==> src/hw/rtl/wsfr_pkg.sv <==
// Shared types and constants of the websocket frame receiver.
// The front, the command queue, the back and the top level all use this package.
// It has no dependencies of its own.
package wsfr_pkg;

    // Result kinds, carried on the output tuser
    localparam logic [2:0] K_APP   = 3'd0;
    localparam logic [2:0] K_REPLY = 3'd1;
    localparam logic [2:0] K_DONE  = 3'd2;
    localparam logic [2:0] K_PING  = 3'd3;
    localparam logic [2:0] K_PONG  = 3'd4;
    localparam logic [2:0] K_CLOSE = 3'd5;

    // Field widths and sizes
    localparam int KIND_W      = 3;
    localparam int BYTE_W      = 8;
    localparam int OPC_W       = 4;
    localparam int FRAME_LEN_W = 63;
    // Reply header: opcode byte, length byte and up to 8 extended length bytes
    localparam int REP_MAX     = 10;
    localparam int REP_CNT_W   = 4;
    // Payload bits on the output tdata, padded to whole bytes
    localparam int OUT_DATA_W  = 80;

    // Defaults for the top level parameters
    localparam int DEF_LENGTH_BITS = 64;
    localparam int DEF_QUEUE_DEPTH = 4;

    // One command from the front: everything one input beat gives rise to
    typedef struct packed {
        logic [OPC_W-1:0]                  opcode;
        logic [REP_CNT_W-1:0]              rep_cnt;
        logic [REP_MAX-1:0][BYTE_W-1:0]    rep;
        logic                              has_byte;
        logic [KIND_W-1:0]                 byte_kind;
        logic [BYTE_W-1:0]                 pay_byte;
        logic                              ev_valid;
        logic [KIND_W-1:0]                 ev_kind;
        logic [FRAME_LEN_W-1:0]            length;
    } t_cmd;

endpackage

==> src/hw/rtl/websocket_frame_receiver_unit.sv <==
// Receive-side websocket frame deframer, top level.
// Uses wsfr_pkg, wsfr_front, wsfr_queue and wsfr_back.
//
// Usage:
//   The slave channel takes the received stream one byte per beat. The master
//   channel gives result beats: tuser holds the kind (application payload, reply
//   byte, frame done, ping, pong, close request), tdata the byte, the frame
//   opcode and the decoded length, and tlast marks the final result of one
//   input byte. A header byte that completes nothing gives no result.
//   Throughput: one input byte per cycle while the command queue is not full.
//   The back part emits one result per cycle while the master side is ready; a
//   payload byte that ends a data, ping or close frame gives two results and a
//   completed ping or close header up to eleven, so such beats hold the back part
//   until all their results are out while the command queue keeps taking bytes.
//   A byte's first result goes through the queue write, then the output register.
//   Reset (synchronous, active low) returns to waiting for a header and empties
//   the queue and the output register.
//   Stall: when the master side holds tready low, the output beat is held, the
//   back part stops, and once the queue is full tready on the slave side drops.
module websocket_frame_receiver_unit #(
    parameter int LENGTH_BITS = wsfr_pkg::DEF_LENGTH_BITS,
    parameter int QUEUE_DEPTH = wsfr_pkg::DEF_QUEUE_DEPTH
) (
    input  logic        i_clk,
    input  logic        i_rst_n,
    input  logic        i_s_axis_tvalid,
    output logic        o_s_axis_tready,
    input  logic [7:0]  i_s_axis_tdata,   // [7:0] rx_byte
    output logic        o_m_axis_tvalid,
    input  logic        i_m_axis_tready,
    // [7:0] out_byte, [11:8] frame_opcode, [74:12] frame_length, [79:75] zero
    output logic [wsfr_pkg::OUT_DATA_W-1:0] o_m_axis_tdata,
    output logic [2:0]  o_m_axis_tuser,   // [2:0] kind
    output logic        o_m_axis_tlast    // last
);

    localparam int PAD_W = wsfr_pkg::OUT_DATA_W - wsfr_pkg::FRAME_LEN_W
                           - wsfr_pkg::OPC_W - wsfr_pkg::BYTE_W;

    wsfr_pkg::t_cmd                     push_cmd, head_cmd;
    logic                               push, full, head_valid, pop;
    logic [wsfr_pkg::BYTE_W-1:0]        out_byte;
    logic [wsfr_pkg::OPC_W-1:0]         out_opcode;
    logic [wsfr_pkg::FRAME_LEN_W-1:0]   out_length;

    // Accept and classify bytes
    wsfr_front #(
        .LENGTH_BITS (LENGTH_BITS)
    ) u_front (
        .i_clk        (i_clk),
        .i_rst_n      (i_rst_n),
        .i_valid      (i_s_axis_tvalid),
        .o_ready      (o_s_axis_tready),
        .i_byte       (i_s_axis_tdata),
        .i_queue_full (full),
        .o_push       (push),
        .o_cmd        (push_cmd)
    );

    // Decouple front and back
    wsfr_queue #(
        .DEPTH (QUEUE_DEPTH)
    ) u_queue (
        .i_clk   (i_clk),
        .i_rst_n (i_rst_n),
        .i_push  (push),
        .i_cmd   (push_cmd),
        .o_full  (full),
        .o_valid (head_valid),
        .i_pop   (pop),
        .o_cmd   (head_cmd)
    );

    // Expand commands into result beats
    wsfr_back u_back (
        .i_clk       (i_clk),
        .i_rst_n     (i_rst_n),
        .i_cmd_valid (head_valid),
        .i_cmd       (head_cmd),
        .o_pop       (pop),
        .o_valid     (o_m_axis_tvalid),
        .i_ready     (i_m_axis_tready),
        .o_kind      (o_m_axis_tuser),
        .o_byte      (out_byte),
        .o_opcode    (out_opcode),
        .o_length    (out_length),
        .o_last      (o_m_axis_tlast)
    );

    // Pack the result fields, lowest first
    assign o_m_axis_tdata = {{PAD_W{1'b0}}, out_length, out_opcode, out_byte};

endmodule

==> src/hw/rtl/wsfr_front.sv <==
// Front part of the websocket frame receiver: takes stream bytes, collects headers,
// tracks the payload and turns each byte that gives a result into one command for
// the back part. Depends on wsfr_pkg.
module wsfr_front #(
    parameter int LENGTH_BITS = wsfr_pkg::DEF_LENGTH_BITS
) (
    input  logic                i_clk,
    input  logic                i_rst_n,
    input  logic                i_valid,
    output logic                o_ready,
    input  logic [7:0]          i_byte,
    input  logic                i_queue_full,
    output logic                o_push,
    output wsfr_pkg::t_cmd      o_cmd
);

    localparam int LW = wsfr_pkg::FRAME_LEN_W;

    // Phase codes
    localparam logic [1:0] PH_WAIT    = 2'd0;
    localparam logic [1:0] PH_HEADER  = 2'd1;
    localparam logic [1:0] PH_PAYLOAD = 2'd2;

    // Opcodes and header bit fields
    localparam logic [3:0] OPC_CLOSE  = 4'h8;
    localparam logic [3:0] OPC_PING   = 4'h9;
    localparam logic [3:0] OPC_PONG   = 4'ha;
    localparam logic [6:0] LEN_EXT16  = 7'd126;
    localparam logic [6:0] LEN_EXT64  = 7'd127;
    localparam logic [3:0] STORE_FULL = 4'd14;
    localparam int         STORE_KEEP = wsfr_pkg::REP_MAX;

    // End-of-frame event for an opcode
    function automatic logic [3:0] finish_event(input logic [3:0] op);
        logic [3:0] ev;
        ev = {1'b0, wsfr_pkg::K_APP};
        if (op <= 4'd2) begin
            ev = {1'b1, wsfr_pkg::K_DONE};
        end else if (op == OPC_PING) begin
            ev = {1'b1, wsfr_pkg::K_PING};
        end else if (op == OPC_PONG) begin
            ev = {1'b1, wsfr_pkg::K_PONG};
        end else if (op == OPC_CLOSE) begin
            ev = {1'b1, wsfr_pkg::K_CLOSE};
        end
        return ev;
    endfunction

    logic [1:0]             r_phase, n_phase;
    logic [3:0]             r_count, n_count;
    logic [LENGTH_BITS-1:0] r_left, n_left;
    logic [LW-1:0]          r_total, n_total;
    logic [3:0]             r_op, n_op;
    // Only the first ten header bytes are kept; later mask bytes are counted only
    logic [7:0]             r_store [0:STORE_KEEP-1];

    logic                   accept;
    logic                   in_payload;
    logic [3:0]             idx;
    logic [3:0]             cnt_new;
    logic [7:0]             v [0:STORE_KEEP-1];
    logic [3:0]             ext;
    logic [3:0]             need;
    logic                   hdr_done;
    logic [63:0]            len64;
    logic [LENGTH_BITS-1:0] len_keep;
    logic [3:0]             new_op;
    logic [LENGTH_BITS-1:0] left_dec;
    logic [3:0]             ev;
    wsfr_pkg::t_cmd         cmd;

    assign o_ready    = !i_queue_full;
    assign accept     = i_valid && o_ready;
    assign in_payload = (r_phase == PH_PAYLOAD);

    // Restart header collection outside a header or on overrun
    assign idx     = (r_phase != PH_HEADER || r_count >= STORE_FULL) ? 4'd0 : r_count;
    assign cnt_new = idx + 4'd1;

    // View of the stored header with the current byte in place
    always_comb begin
        for (int k = 0; k < STORE_KEEP; k++) begin
            v[k] = (idx == 4'(k)) ? i_byte : r_store[k];
        end
    end

    // Decode extended length count and header size
    always_comb begin
        case (v[1][6:0])
            LEN_EXT16: ext = 4'd2;
            LEN_EXT64: ext = 4'd8;
            default:   ext = 4'd0;
        endcase
        need     = 4'd2 + ext + (v[1][7] ? 4'd4 : 4'd0);
        hdr_done = (cnt_new >= 4'd2) && (cnt_new == need);
    end

    // Assemble the decoded length; top bit of the long form is dropped
    always_comb begin
        case (ext)
            4'd2:    len64 = {48'd0, v[2], v[3]};
            4'd8:    len64 = {1'b0, v[2][6:0], v[3], v[4], v[5], v[6], v[7], v[8], v[9]};
            default: len64 = {57'd0, v[1][6:0]};
        endcase
        len_keep = len64[LENGTH_BITS-1:0];
        new_op   = v[0][3:0];
    end

    assign left_dec = (r_left != '0) ? r_left - 1'b1 : r_left;

    // Classify the byte and build its command
    always_comb begin
        cmd     = '0;
        n_phase = r_phase;
        n_count = r_count;
        n_left  = r_left;
        n_total = r_total;
        n_op    = r_op;
        ev      = '0;
        if (in_payload) begin
            cmd.opcode   = r_op;
            cmd.pay_byte = i_byte;
            if (r_op <= 4'd2) begin
                cmd.has_byte  = 1'b1;
                cmd.byte_kind = wsfr_pkg::K_APP;
            end else if (r_op == OPC_PING || r_op == OPC_CLOSE) begin
                cmd.has_byte  = 1'b1;
                cmd.byte_kind = wsfr_pkg::K_REPLY;
            end
            n_left = left_dec;
            if (left_dec == '0) begin
                ev      = finish_event(r_op);
                n_phase = PH_WAIT;
                n_count = 4'd0;
                if (ev[2:0] == wsfr_pkg::K_DONE) begin
                    cmd.length = r_total;
                end
            end
        end else begin
            n_phase = PH_HEADER;
            n_count = cnt_new;
            if (hdr_done) begin
                cmd.opcode = new_op;
                n_op       = new_op;
                n_total    = LW'(len_keep);
                n_left     = len_keep;
                n_phase    = PH_PAYLOAD;
                // Echo the header for ping (as pong) and close
                if (new_op == OPC_PING || new_op == OPC_CLOSE) begin
                    cmd.rep_cnt = 4'd2 + ext;
                    cmd.rep[0]  = (new_op == OPC_PING) ? {v[0][7:4], OPC_PONG} : v[0];
                    cmd.rep[1]  = {1'b0, v[1][6:0]};
                    for (int k = 2; k < STORE_KEEP; k++) begin
                        cmd.rep[k] = v[k];
                    end
                end
                if (len_keep == '0) begin
                    ev      = finish_event(new_op);
                    n_phase = PH_WAIT;
                    n_count = 4'd0;
                    if (ev[2:0] == wsfr_pkg::K_DONE) begin
                        cmd.length = LW'(len_keep);
                    end
                end
            end
        end
        cmd.ev_valid = ev[3];
        cmd.ev_kind  = ev[2:0];
    end

    assign o_cmd  = cmd;
    assign o_push = accept && (cmd.has_byte || cmd.ev_valid || cmd.rep_cnt != '0);

    // Advance frame state on each accepted beat
    always_ff @(posedge i_clk) begin
        if (!i_rst_n) begin
            r_phase <= PH_WAIT;
            r_count <= 4'd0;
            r_left  <= '0;
            r_total <= '0;
            r_op    <= 4'd0;
        end else if (accept) begin
            r_phase <= n_phase;
            r_count <= n_count;
            r_left  <= n_left;
            r_total <= n_total;
            r_op    <= n_op;
        end
    end

    // Hold header bytes
    always_ff @(posedge i_clk) begin
        for (int k = 0; k < STORE_KEEP; k++) begin
            if (accept && !in_payload && idx == 4'(k)) begin
                r_store[k] <= i_byte;
            end
        end
    end

endmodule

==> src/hw/rtl/wsfr_queue.sv <==
// Short command queue between the front and back parts of the frame receiver.
// Depends on wsfr_pkg for the command type.
module wsfr_queue #(
    parameter int DEPTH = wsfr_pkg::DEF_QUEUE_DEPTH
) (
    input  logic            i_clk,
    input  logic            i_rst_n,
    input  logic            i_push,
    input  wsfr_pkg::t_cmd  i_cmd,
    output logic            o_full,
    output logic            o_valid,
    input  logic            i_pop,
    output wsfr_pkg::t_cmd  o_cmd
);

    localparam int PW = (DEPTH > 1) ? $clog2(DEPTH) : 1;
    localparam int CW = $clog2(DEPTH + 1);
    localparam logic [PW-1:0] LAST_SLOT = PW'(DEPTH - 1);

    wsfr_pkg::t_cmd  r_mem [0:DEPTH-1];
    logic [PW-1:0]   r_wr, r_rd;
    logic [CW-1:0]   r_cnt;
    logic            do_push, do_pop;

    assign o_full  = (r_cnt == CW'(DEPTH));
    assign o_valid = (r_cnt != '0);
    assign o_cmd   = r_mem[r_rd];
    assign do_push = i_push && !o_full;
    assign do_pop  = i_pop && o_valid;

    // Advance pointers and fill level
    always_ff @(posedge i_clk) begin
        if (!i_rst_n) begin
            r_wr  <= '0;
            r_rd  <= '0;
            r_cnt <= '0;
        end else begin
            if (do_push) begin
                r_wr <= (r_wr == LAST_SLOT) ? '0 : r_wr + 1'b1;
            end
            if (do_pop) begin
                r_rd <= (r_rd == LAST_SLOT) ? '0 : r_rd + 1'b1;
            end
            if (do_push && !do_pop) begin
                r_cnt <= r_cnt + 1'b1;
            end else if (do_pop && !do_push) begin
                r_cnt <= r_cnt - 1'b1;
            end
        end
    end

    // Store commands
    always_ff @(posedge i_clk) begin
        if (do_push) begin
            r_mem[r_wr] <= i_cmd;
        end
    end

endmodule

==> src/hw/rtl/wsfr_back.sv <==
// Back part of the frame receiver: expands each queued command into result beats
// (reply bytes, payload byte, end-of-frame event) and holds them in an output register.
// Depends on wsfr_pkg.
module wsfr_back (
    input  logic                                i_clk,
    input  logic                                i_rst_n,
    input  logic                                i_cmd_valid,
    input  wsfr_pkg::t_cmd                      i_cmd,
    output logic                                o_pop,
    output logic                                o_valid,
    input  logic                                i_ready,
    output logic [wsfr_pkg::KIND_W-1:0]         o_kind,
    output logic [wsfr_pkg::BYTE_W-1:0]         o_byte,
    output logic [wsfr_pkg::OPC_W-1:0]          o_opcode,
    output logic [wsfr_pkg::FRAME_LEN_W-1:0]    o_length,
    output logic                                o_last
);

    logic [3:0]                         r_pos;
    logic                               r_valid;
    logic [wsfr_pkg::KIND_W-1:0]        r_kind;
    logic [wsfr_pkg::BYTE_W-1:0]        r_byte;
    logic [wsfr_pkg::OPC_W-1:0]         r_opcode;
    logic [wsfr_pkg::FRAME_LEN_W-1:0]   r_length;
    logic                               r_last;

    logic                               load;
    logic [3:0]                         total;
    logic                               is_last;
    logic [wsfr_pkg::KIND_W-1:0]        n_kind;
    logic [wsfr_pkg::BYTE_W-1:0]        n_byte;
    logic [wsfr_pkg::FRAME_LEN_W-1:0]   n_length;

    assign load    = i_cmd_valid && (!r_valid || i_ready);
    assign total   = i_cmd.rep_cnt + 4'(i_cmd.has_byte) + 4'(i_cmd.ev_valid);
    assign is_last = (r_pos + 4'd1 == total);
    assign o_pop   = load && is_last;

    // Pick the beat at the current position of the command
    always_comb begin
        n_kind   = i_cmd.ev_kind;
        n_byte   = '0;
        n_length = i_cmd.length;
        if (r_pos < i_cmd.rep_cnt) begin
            n_kind   = wsfr_pkg::K_REPLY;
            n_byte   = i_cmd.rep[r_pos];
            n_length = '0;
        end else if (r_pos == i_cmd.rep_cnt && i_cmd.has_byte) begin
            n_kind   = i_cmd.byte_kind;
            n_byte   = i_cmd.pay_byte;
            n_length = '0;
        end
    end

    // Step through the command and hold the output beat
    always_ff @(posedge i_clk) begin
        if (!i_rst_n) begin
            r_pos   <= 4'd0;
            r_valid <= 1'b0;
        end else begin
            if (load) begin
                r_pos   <= is_last ? 4'd0 : r_pos + 4'd1;
                r_valid <= 1'b1;
            end else if (i_ready) begin
                r_valid <= 1'b0;
            end
        end
    end

    always_ff @(posedge i_clk) begin
        if (load) begin
            r_kind   <= n_kind;
            r_byte   <= n_byte;
            r_opcode <= i_cmd.opcode;
            r_length <= n_length;
            r_last   <= is_last;
        end
    end

    assign o_valid  = r_valid;
    assign o_kind   = r_kind;
    assign o_byte   = r_byte;
    assign o_opcode = r_opcode;
    assign o_length = r_length;
    assign o_last   = r_last;

endmodule

==> config.mk <==
export PLATFORM = sky130hd
export DESIGN_NAME = websocket_frame_receiver_unit
export DESIGN_NICKNAME = d
export VERILOG_FILES = /design/src/hw/rtl/wsfr_pkg.sv /design/src/hw/rtl/websocket_frame_receiver_unit.sv /design/src/hw/rtl/wsfr_front.sv /design/src/hw/rtl/wsfr_queue.sv /design/src/hw/rtl/wsfr_back.sv
export SDC_FILE = /design/constraint.sdc
export NUM_CORES = 1
export LEC_CHECK = 0
export BUFFER_PORTS_ARGS = -buffer_cell sky130_fd_sc_hd__clkbuf_2
export CAP_MARGIN = 10
export CORE_MARGIN = 2
export CORE_UTILIZATION = 46
export CTS_CLUSTER_DIAMETER = 60
export CTS_CLUSTER_SIZE = 14
export DETAILED_ROUTE_END_ITERATION = 12
export PLACE_DENSITY = 0.67
export SYNTH_ARGS = -nofsm -noshare
export SYNTH_HDL_FRONTEND = slang
export SYNTH_HIERARCHICAL = 1
export SYNTH_SLANG_ARGS = --single-unit
==> constraint.sdc <==
create_clock -name i_clk -period 22.4 [get_ports i_clk]
set_input_delay 4.48 -clock i_clk [delete_from_list [all_inputs] [get_ports i_clk]]
set_output_delay 4.48 -clock i_clk [all_outputs]
set_load 0.05 [all_outputs]
# Word-level counts from Yosys, hierarchy flattened
# Memories as Yosys holds them, arrays and structs flattened. A register that Yosys moved wholly into a read port is not among the register bits.
# Index checks and enable logic that the tools add are counted.
op_classes:
  add_sub_neg: 11
  mux: 119
  bitwise_logic: 1
  n_reduce_logical: 54
  n_eq_ne: 30
  order_cmp: 6
op_table:
  columns: ["operator", "count"]
  rows:
  - ["$mux W63", 6]
  - ["$mux W64", 3]
  - ["$mux W8", 22]
  - ["$mux W84", 2]
  - ["$mux W4", 36]
  - ["$logic_not A64 Y1", 2]
  - ["$pmux W63 S2", 1]
  - ["$mux W88", 1]
  - ["$reduce_or A8 Y1", 9]
  - ["$reduce_bool A64 Y1", 1]
  - ["$sub A64 B1 Y64 const B", 1]
  - ["$eq A4 B4 Y1 const B", 9]
  - ["$mux W1", 33]
  - ["$bmux W8 S4", 1]
  - ["$logic_and A1 B1 Y1", 21]
  - ["$eq A4 B3 Y1 const B", 4]
  - ["$mux W2", 8]
  - ["$eq A7 B7 Y1 const B", 2]
  - ["$eq A4 B2 Y1 const B", 3]
  - ["$eq A4 B4 Y1", 3]
  - ["$mux W12", 1]
  - ["$mux W3", 4]
  - ["$add A4 B1 Y4", 2]
  - ["$add A4 B1 Y4 const B", 2]
  - ["27 further kinds", 44]
totals:
  memories: 2
  output_inout_bits: 86
  ramBits: 748
  register_bits: 228
  word_cells: 238
  inputBits: 12
mem_list:
  columns: ["memory", "words", "width", "rd", "rd_ports_with_merged_regs", "wr", "line", "source"]
  rows:
  - ["u_queue.r_mem", 4, 167, 1, 1, 1, "wsfr_queue.sv:20", "wsfr_pkg::t_cmd r_mem [0:DEPTH-1];"]
  - ["u_front.r_store", 10, 8, 10, 0, 1, "wsfr_front.sv:55", "logic [7:0] r_store [0:STORE_KEEP-1];"]

# Longest topological paths before layout
# Gate-level depths: netlist (run 1).
logic_depth:
  ltp_word: 24
  ltp_mapped: 32
  ltp_nobuf: 27

# Hierarchy
# Netlist (run 1), hierarchy kept.
by_module_without_submodules:
  columns: ["module", "area_each_um2", "n_inst", "seq_area_each_um2", "cells_each"]
  rows:
  - ["wsfr_queue", 24633.6, 1, 20239.4, 924]
  - ["wsfr_front", 13964.6, 1, 5144.9, 1772]
  - ["wsfr_back", 4174.0, 1, 2472.4, 308]
  - ["websocket_frame_receiver_unit", 41.3, 1, 0.0, 6]

# Least setup slack after synthesis (run 1)
# OpenSTA, ideal clock, no wires.
synth_path:
  kind: "input to register"
  from: "input i_s_axis_tdata[5]"
  to: "memory u_queue/r_mem[0][0] in the netlist's numbering (enable)"
  t_required_ns: 21.853
  arrival_ns: 12.169
  setup_ns: 0.547
  setup_slack_ns: 9.684
  n_path_buf: 5
  path_stages: 22
  cell_sequence: "clkbuf_1 -> and4_1 -> nand3_1 -> mux2i_1 -> and2_1 -> inv_1 -> ha_1 -> nor2b_1 -> clkbuf_1 -> clkbuf_1 -> clkbuf_1 -> o21ai_0 -> o221ai_1 -> a2111oi_0 -> nand4b_1 -> nor3_1 -> nor2b_1 -> o21ai_0 -> a41oi_2 -> nor2b_1 -> clkbuf_1 -> and2_1"
synth_between:
  elab_chain_cells: 15
  word_cells_on_any_way: 33
  classes_between: "2 x add/sub; 5 x eq/ne; 19 x mux; 7 x reduce/logical"
synth_lines:
  columns: ["item", "line", "source"]
  rows:
  - ["start, declared", "websocket_frame_receiver_unit.sv:28", "input logic [7:0] i_s_axis_tdata,"]
  - ["$mux W8", "wsfr_front.sv:83", "v[k] = (idx == 4'(k)) ? i_byte : r_store[k];"]
  - ["$eq A7 B7 Y1", "wsfr_front.sv:89", "case (v[1][6:0])"]
  - ["$pmux W4 S2", "wsfr_front.sv:89", null]
  - ["$add A2 B4 Y4 (tied with other cells)", "wsfr_front.sv:94, wsfr_front.sv:150", null]
  - ["$add A4 B4 Y4 or $pmux W63 S2 (tied branches)", "wsfr_front.sv:94, wsfr_front.sv:100", null]
  - ["$eq A4 B4 Y1 or $logic_not A64 Y1 (tied branches)", "wsfr_front.sv:95, wsfr_front.sv:157", null]
  - ["$logic_and A1 B1 Y1 or $mux W4 (tied branches)", "wsfr_front.sv:95, wsfr_front.sv:157", null]
  - ["$mux W88 or $mux W4 (tied branches)", "wsfr_front.sv:142", "if (hdr_done) begin"]
  - ["$mux W84 or $mux W4 (tied branches)", "wsfr_front.sv:120", "if (in_payload) begin"]
  - ["$reduce_bool A4 Y1 or $logic_or A1 B1 Y1 (tied branches)", "wsfr_front.sv:172", "assign o_push = accept && (cmd.has_byte || cmd.ev_valid || cmd.rep_cnt != '0);"]
  - ["$logic_or A1 B1 Y1 *", "wsfr_front.sv:172", null]
  - ["$logic_and A1 B1 Y1 *", "wsfr_front.sv:172", null]
  - ["net push", "websocket_frame_receiver_unit.sv:41", "logic push, full, head_valid, pop;"]
  - ["$logic_and A1 B1 Y1 *", "wsfr_queue.sv:28", "assign do_push = i_push && !o_full;"]
  - ["net u_queue.do_push", "wsfr_queue.sv:23", "logic do_push, do_pop;"]
  - ["$mux W1 *", "wsfr_queue.sv:54", "if (do_push) begin"]
  - ["$mux W1 (implied by the code) *", "wsfr_queue.sv:55", "r_mem[r_wr] <= i_cmd;"]
  - ["end, declared", "wsfr_queue.sv:20", null]
# Mark *: on every way through the listed nets, which the timed path passes. The rest lies on a longest branch.

# Worst setup path in the final report (run 1)
layout_path:
  from: "input i_s_axis_tdata[5]"
  to: "memory u_queue/r_mem[0][23] in the netlist's numbering (enable)"
layout_between:
  elab_chain_cells: 15
  word_cells_on_any_way: 33
  classes_between: "2 x add/sub; 5 x eq/ne; 19 x mux; 7 x reduce/logical"
layout_lines:
  columns: ["item", "line"]
  rows:
  - ["$mux W8", "wsfr_front.sv:83"]
  - ["$eq A7 B7 Y1", "wsfr_front.sv:89"]
  - ["$pmux W4 S2", "wsfr_front.sv:89"]
  - ["$add A2 B4 Y4 (tied with other cells)", "wsfr_front.sv:94, wsfr_front.sv:150"]
  - ["$add A4 B4 Y4 or $pmux W63 S2 (tied branches)", "wsfr_front.sv:94, wsfr_front.sv:100"]
  - ["$eq A4 B4 Y1 or $logic_not A64 Y1 (tied branches)", "wsfr_front.sv:95, wsfr_front.sv:157"]
  - ["$logic_and A1 B1 Y1 or $mux W4 (tied branches)", "wsfr_front.sv:95, wsfr_front.sv:157"]
  - ["$mux W88 or $mux W4 (tied branches)", "wsfr_front.sv:142"]
  - ["$mux W84 or $mux W4 (tied branches)", "wsfr_front.sv:120"]
  - ["$reduce_bool A4 Y1 or $logic_or A1 B1 Y1 (tied branches)", "wsfr_front.sv:172"]
  - ["$logic_or A1 B1 Y1 *", "wsfr_front.sv:172"]
  - ["$logic_and A1 B1 Y1 *", "wsfr_front.sv:172"]
  - ["net push", "websocket_frame_receiver_unit.sv:41"]
  - ["$logic_and A1 B1 Y1 *", "wsfr_queue.sv:28"]
  - ["$mux W1 *", "wsfr_queue.sv:54"]
  - ["$mux W1 (implied by the code) *", "wsfr_queue.sv:55"]
# Marks and branches as above.

==> reports/results.tsv, run 1 <==
metric	value	unit
DR vias	27300	
Seq/Total Area, Yosys	0.651	
FMAX	83.9	MHz
endpoint class of the critical path	flop	
final cell count without fillers	4341	
RSZ-0062 raised after global routing	false	
setup TNS	0	ns
CTS H-tree lvls	3	
detailed router's first-iteration violation count	3340	
# placed instances	4189	
status	complete, no violations	
fillcell total	7684	
share of the synthesized area in the top cell type	0.580	
CTS sink cnt	978	
Final Setup Violations	0	
sequential power share	0.556	
largest area contributor in the netlist	edfxtp_1	
peak supply drop	0.0000585	V
RePlAce Congestion	0.980	
root cell of the clock tree	clkbuf_16	
Comb pwr share	0.026	
synthesized instance count	3010	
first-pass GRT wire length	182000	µm
die area	95500	µm²
Die X-Extent	309	µm
I/O pins	98	
NetSw	0.759	mW
Slew Viols, Final	0	
CTS Buf Count	90	
hpwl dp	84400	µm
clock latency on the worst-skew pair	0.68	ns
#FFs+latches synth	978	
relative slew slack	0.183	
Final Hold Slack	0.455	ns
switching share of total power	0.216	
power density over cell area	74.6	nW/µm²
remaining antenna violation count	0	
Synth area leaders	edfxtp_1, mux4_2, dfxtp_1	
synthesized cell area	42800	µm²
grt total ovfl	0	
Final Net Count	3074	
Port Buf Inserts	92	
crit share post-route	0.532	
Final min period	11.91	ns
num rows	111	
ys flop type	edfxtp_1	
largest net degree at the start of global routing	93	
CTS tree	yes	
Internal	2.75	mW
Hold Path Class	reg2reg	
initial antenna violation count	5	
Max clock buf depth	3	
Final Hold Viols	0	
Post-CTS Resized	0	
core area	91900	µm²
Critical Path AT	12.18	ns
Reg clk slew, reported paths	0.06	ns
drt pass-1 iters	6	
Starting Density	0.466	
Slew @ Worst Pin	1.21	ns
Yosys warnings	6	
gr usage total	0.261	
ys async rst share	0	
post-CTS setup buffer count	0	
commonest cells in the netlist	edfxtp_1, nor2_1, nand2_1	
Worst Path Required	22.67	ns
Fin Clk Skew	0.0436	ns
Syn Area/Cell	14.2	µm²
crit path launch type	input pin	
Layout area overhead	9.94	%
Die Height	309	µm
CP Class	in2reg	
drt total wl	125000	µm
number of global-route vias before repair	26200	
layout cell share with drive strength beyond 1	0.170	
Remaining DRCs	0	
Synth cell types	96	
total power	3.51	mW
Post-CTS Hold Buffers	0	
clock power share	0.418	
WL/cell	28.8	µm
Post-synth EDFFs	827	
number of max-cap violations	0	
Leakage Power	15.1	nW
CP max FO	62	
most common cell in the netlist	edfxtp_1	
Via density	6.30	
## per-stage QoR
stage                     setup slack, ns  area, µm²   util
final                               10.49      47100  0.512
after global routing                10.14      47100  0.512
after CTS                           10.73      47100  0.512
after detailed placement            10.06      44300  0.482
after global placement              10.24      44300  0.482
after floorplan                      9.68      42800      -
## placed cells by master, fill, tap and decap left out, types with 18 or more instances in the layout
| cell type | n |
|---|---|
| ha_1 | 22 |
| clkbuf_1 | 26 |
| nand3_1 | 42 |
| a21oi_1 | 126 |
| clkbuf_2 | 92 |
| and2_1 | 80 |
| xnor2_1 | 19 |
| or3_1 | 18 |
| nand3b_1 | 65 |
| nor2_1 | 258 |
| o21ai_0 | 94 |
| edfxtp_1 | 827 |
| nand2_1 | 204 |
| inv_1 | 35 |
| o32ai_1 | 20 |
| a211oi_1 | 34 |
| nor4_1 | 97 |
| clkbuf_16 | 92 |
| buf_4 | 69 |
| or4_1 | 19 |
| mux2i_1 | 88 |
| mux4_2 | 171 |
| nor2b_1 | 20 |
| dfxtp_1 | 148 |
| nor3_1 | 82 |
| a22oi_1 | 26 |
## cell families after synthesis
kind of cell | Yosys count | share of synthesized area
other | 2 | 0.000175
flip-flops | 978 | 0.651
buffers and inverters | 272 | 0.0317
AO/OA/AOI/OAI | 433 | 0.0656
XOR/XNOR | 34 | 0.00696
adder cells (fa/ha/maj) | 24 | 0.00736
AND/OR/NAND/NOR | 980 | 0.119
multiplexers | 287 | 0.119
## metal layers
layer	wire length (µm)	global-route usage	vias up
met3	10100	0.0452	232
met1	53100	0.377	14100
li1	-	-	11700
met2	56900	0.394	1292
met5	22	0	-
met4	4780	0.103	4
## worst paths after layout
path         depth (start not counted)  slack [ns]                          endpoint                        startpoint
max                                 21       10.49    u_queue/r_mem[0][23]$_DFFE_PP_                 i_s_axis_tdata[5]
max reg2reg                         24       12.68    u_queue/r_mem[0][23]$_DFFE_PP_   u_front/r_count[3]$_SDFFE_PN0P_
min reg2reg                          2        0.46  u_front/r_total[57]$_SDFFE_PN0P_  u_front/r_total[57]$_SDFFE_PN0P_
min                                  2        0.46  u_front/r_total[57]$_SDFFE_PN0P_  u_front/r_total[57]$_SDFFE_PN0P_
## power groups by stage
stage,registers (mW),clock network [mW],logic (mW)
floorplan,1.99,0,0.0604
global placement,1.99,0,0.0893
detailed placement,1.99,0,0.0909
CTS,1.95,1.49,0.0908
global route,1.95,1.56,0.0968
finish,1.95,1.47,0.0930
## flip-flops by register name, summed over array words and instances, names as in the netlist, 3 cells and up, named ones only
register / cells
u_front/r_store: 80
u_queue/r_mem: 668
u_front/r_op: 4
u_back/o_byte: 8
u_back/r_pos: 4
u_back/o_length: 63
u_front/r_total: 63
u_back/o_kind: 3
u_front/r_count: 4
u_front/r_left: 64
u_back/o_opcode: 4
u_queue/r_cnt: 3
## final cells by class
| cell class | count | area, µm² | area share |
|---|---|---|---|
| Sequential cell | 978 | 27900 | 0.592 |
| Tap cell | 1243 | 1560 | 0.0330 |
| Timing Repair Buffer | 161 | 978 | 0.0208 |
| Multi-Input combinational cell | 1769 | 13800 | 0.293 |
| Clock buffer | 121 | 2440 | 0.0519 |
| Clock inverter | 27 | 287 | 0.00609 |
| Antenna cell | 4 | 10.0 | 0.000213 |
| Inverter | 38 | 145 | 0.00308 |
## critical path, stage by stage
cell	delay, ns
clkbuf_2	0.53
and4_1	0.29
nand3_1	0.07
mux2i_1	0.42
and2_1	0.26
inv_1	0.10
ha_1	0.28
nor2b_1	0.17
buf_4	0.22
nand2_1	0.12
mux2i_1	0.13
or4_1	0.56
nor4b_1	0.49
nand4_1	0.25
nor3_1	0.57
nor2b_1	0.32
o21ai_0	0.20
a41oi_2	0.34
nor2b_1	0.52
and2_4	0.86
buf_4	0.84
Note: power is estimated with default switching activity, not from simulation.
==> inputs of run 2 (changes only) <==
--- a/config.mk
+++ b/config.mk
@@ -5,6 +5,7 @@
 export SDC_FILE = /design/constraint.sdc
 export NUM_CORES = 1
 export LEC_CHECK = 0
+export ABC_AREA = 1
 export BUFFER_PORTS_ARGS = -buffer_cell sky130_fd_sc_hd__clkbuf_2
 export CAP_MARGIN = 10
 export CORE_MARGIN = 2
@@ -12,7 +13,7 @@
 export CTS_CLUSTER_DIAMETER = 60
 export CTS_CLUSTER_SIZE = 14
 export DETAILED_ROUTE_END_ITERATION = 12
-export PLACE_DENSITY = 0.67
+export PLACE_DENSITY = 0.69
 export SYNTH_ARGS = -nofsm -noshare
 export SYNTH_HDL_FRONTEND = slang
 export SYNTH_HIERARCHICAL = 1
==> constraint.sdc (replaced) <==
create_clock -name i_clk -period 9.8 [get_ports i_clk]
set_input_delay 1.96 -clock i_clk [delete_from_list [all_inputs] [get_ports i_clk]]
set_output_delay 1.96 -clock i_clk [all_outputs]
set_load 0.05 [all_outputs]
==> run 2 against run 1 <==
  * Critical path depth up 1
  * Critical endpoint is now u_queue/r_mem[1][18]$_DFFE_PP_
  * Worst setup slack worse by 8.4 ns
  * Core utilization down 0.70 points
  * Sequential power up 130%
  * Final cell count up 32%
  * Highest routed layer unchanged
  * Hold slack better by 0.0068 ns
  * Die area up 2.4%
  * Clock-buffer cell count up 7
==> reports/results.tsv, run 2 <==
metric	value	unit
status	complete, no violations	
Worst Path Required	10.13	ns
hpwl dp	89200	µm
largest net degree at the start of global routing	192	
Yosys warnings	6	
layout cell share with drive strength beyond 1	0.0881	
endpoint class of the critical path	flop	
XOR/XNOR Fraction of Synth Area	0.00459	
Post-synth EDFFs	827	
Final Setup Violations	0	
commonest non-fill, non-tap cell in the layout	nor2_1	
Synth Area in Adders	0.00719	
final cell count without fillers	5727	
CTS sink cnt	978	
grt total ovfl	0	
I/O pins	98	
Biggest register	u_queue/r_mem	
first-pass GRT wire length	192000	µm
post-CTS setup buffer count	0	
number of max-cap violations	0	
RSZ-0062 raised after global routing	false	
remaining antenna violation count	0	
share of the synthesized area in the top cell type	0.566	
Die X-Extent	313	µm
relative slew slack	0.140	
Max clock buf depth	3	
Bufs and invs on worst path	6	
total power	8.18	mW
setup TNS	0	ns
worst slack at placement	1.63	ns
clock latency on the worst-skew pair	0.68	ns
synthesized instance count	4401	
max reg flops	668	
root cell of the clock tree	clkbuf_16	
Synth cell types	50	
drt total wl	130000	µm
power density over cell area	171	nW/µm²
Top Family by Delay on Critical Path	simple AND/OR/NAND/NOR gates	
fillcell total	8540	
Remaining DRCs	0	
Post-CTS Resized	0	
#FFs+latches synth	978	
most frequent cells in the layout	nor2_1, edfxtp_1, nand2_1, o21ai_0, inv_1	
ys flop type	edfxtp_1	
crit path launch type	input pin	
# placed instances	5569	
gr usage total	0.261	
Crit-path slowest cell	nor2_4	
Seq/Total Area, Yosys	0.635	
num rows	113	
Syn Area/Cell	9.97	µm²
CP dominant cell by count	nand2_1	
main combinational cell family by area after synthesis	simple AND/OR/NAND/NOR gates	
FMAX	130	MHz
CTS H-tree lvls	3	
Starting Density	0.463	
synthesized cell area	43900	µm²
Slew @ Worst Pin	1.28	ns
multi-input logic area	13300	µm²
WL/cell	22.7	µm
peak supply drop	0.000133	V
Final min period	7.69	ns
CTS Buf Count	90	
CP max FO	35	
Layout area overhead	9.06	%
biggest regs	u_queue/r_mem x668, u_front/r_store x80, u_front/r_left x64	
largest area contributor in the netlist	edfxtp_1	
Slew Viols, Final	0	
sequential standard cell area	27900	µm²
Reg clk slew, reported paths	0.06	ns
Final Net Count	4432	
Synth area leaders	edfxtp_1, nor2_1, dfxtp_1	
CP Class	in2reg	
Critical Path AT	8.02	ns
number of global-route vias before repair	30000	
Post-CTS Hold Buffers	0	
initial antenna violation count	9	
detailed router's first-iteration violation count	4054	
DR vias	32300	
drt pass-1 iters	6	
Port Buf Inserts	92	
Die Height	313	µm
ys async rst share	0	
PnR worst setup slack	2.11	ns
Leakage Power	16.6	nW
complex-gate fraction of the synthesized area	0.124	
max incr delay on CP	0.92	ns
die area	97800	µm²
Via density	5.64	
core area	94700	µm²
Final Hold Viols	0	
most common cell in the netlist	nor2_1	
RePlAce Congestion	1.03	
Fin Clk Skew	0.0444	ns
multiplexer share of the synthesized area	0.000228	
CP cell instances	clkbuf_2 > clkinv_1 > o21ai_1 > nand2_1 > nor2_2 > nand2_1 > ha_1 > nor2_2 > buf_4 > inv_1 > o21ai_0 > nor2_1 > and2_1 > nand2_1 > nor2_1 > nand4_1 > nand3_1 > nand2_1 > inv_1 > nand2_1 > nor2_4 > buf_4	
CTS tree	yes	
commonest cells in the netlist	nor2_1, edfxtp_1, nand2_1	
Synth Area in Simple Gates	0.166	
crit share post-route	0.785	
Final Hold Slack	0.462	ns
Hold Path Class	reg2reg	
[run 2: per-layer routing]
metal / vias to the layer above / wire, µm / global-route usage
li1: 15100 / - / -
met1: 15600 / 55200 / 0.374
met2: 1465 / 58800 / 0.403
met3: 191 / 12000 / 0.0486
met4: 10 / 4110 / 0.0886
met5: - / 64 / 0
[run 2: power by group]
part	internal [mW]	switching (mW)
Combinational	0.0836	0.240
Sequential	4.46	0.00414
Clock	1.85	1.54
Total	6.39	1.79
[run 2: metrics by stage]
stage	util	instance area, µm²
2_1_floorplan	-	43900
3_3_place_gp	0.475	45000
3_5_place_dp	0.475	45000
4_1_cts	0.505	47800
5_1_grt	0.505	47800
6_report	0.505	47800
[run 2: cells by family (layout without fill, tap and decap cells)]
| family | count (synthesis) | after routing |
|---|---|---|
| AOI/OAI and AO/OA | 1013 | 1013 |
| xor gates and xnor gates | 23 | 23 |
| adders and majority gates | 24 | 24 |
| buffers and inverters | 590 | 641 |
| DFF | 978 | 978 |
| muxes | 1 | 1 |
| other | 2 | 12 |
| and+or+nand+nor | 1770 | 1770 |
[run 2: path summary, 6_finish.rpt]
kind / startpoint / depth (start not counted) / endpoint / slack (ns)
worst max-delay path: i_s_axis_tdata[4] / 22 / u_queue/r_mem[1][18]$_DFFE_PP_ / 2.11
worst max register to register: u_front/r_count[2]$_SDFFE_PN0P_ / 28 / u_queue/r_mem[1][18]$_DFFE_PP_ / 2.51
worst min-delay path: u_front/r_total[11]$_SDFFE_PN0P_ / 2 / u_front/r_total[11]$_SDFFE_PN0P_ / 0.46
worst min register to register: u_front/r_total[11]$_SDFFE_PN0P_ / 2 / u_front/r_total[11]$_SDFFE_PN0P_ / 0.46
[run 2: worst reg2reg max path: cells and delay by family (launching register included)]
family | cells | cell delay, ns
and+or+nand+nor | 18 | 3.49
adders and majority gates | 2 | 0.69
AOI/OAI and AO/OA | 2 | 0.57
buffers and inverters | 6 | 1.73
DFF | 1 | 0.47
[run 2: cell type report]
class,count,share of cell area
clock inverters,29,0.00630
repair buffers,140,0.0196
well taps,1265,0.0331
flip-flops and latches,978,0.583
inverters,344,0.0273
multi-input cells,2842,0.279
diodes,1,0.0000523
clock buffers,128,0.0523
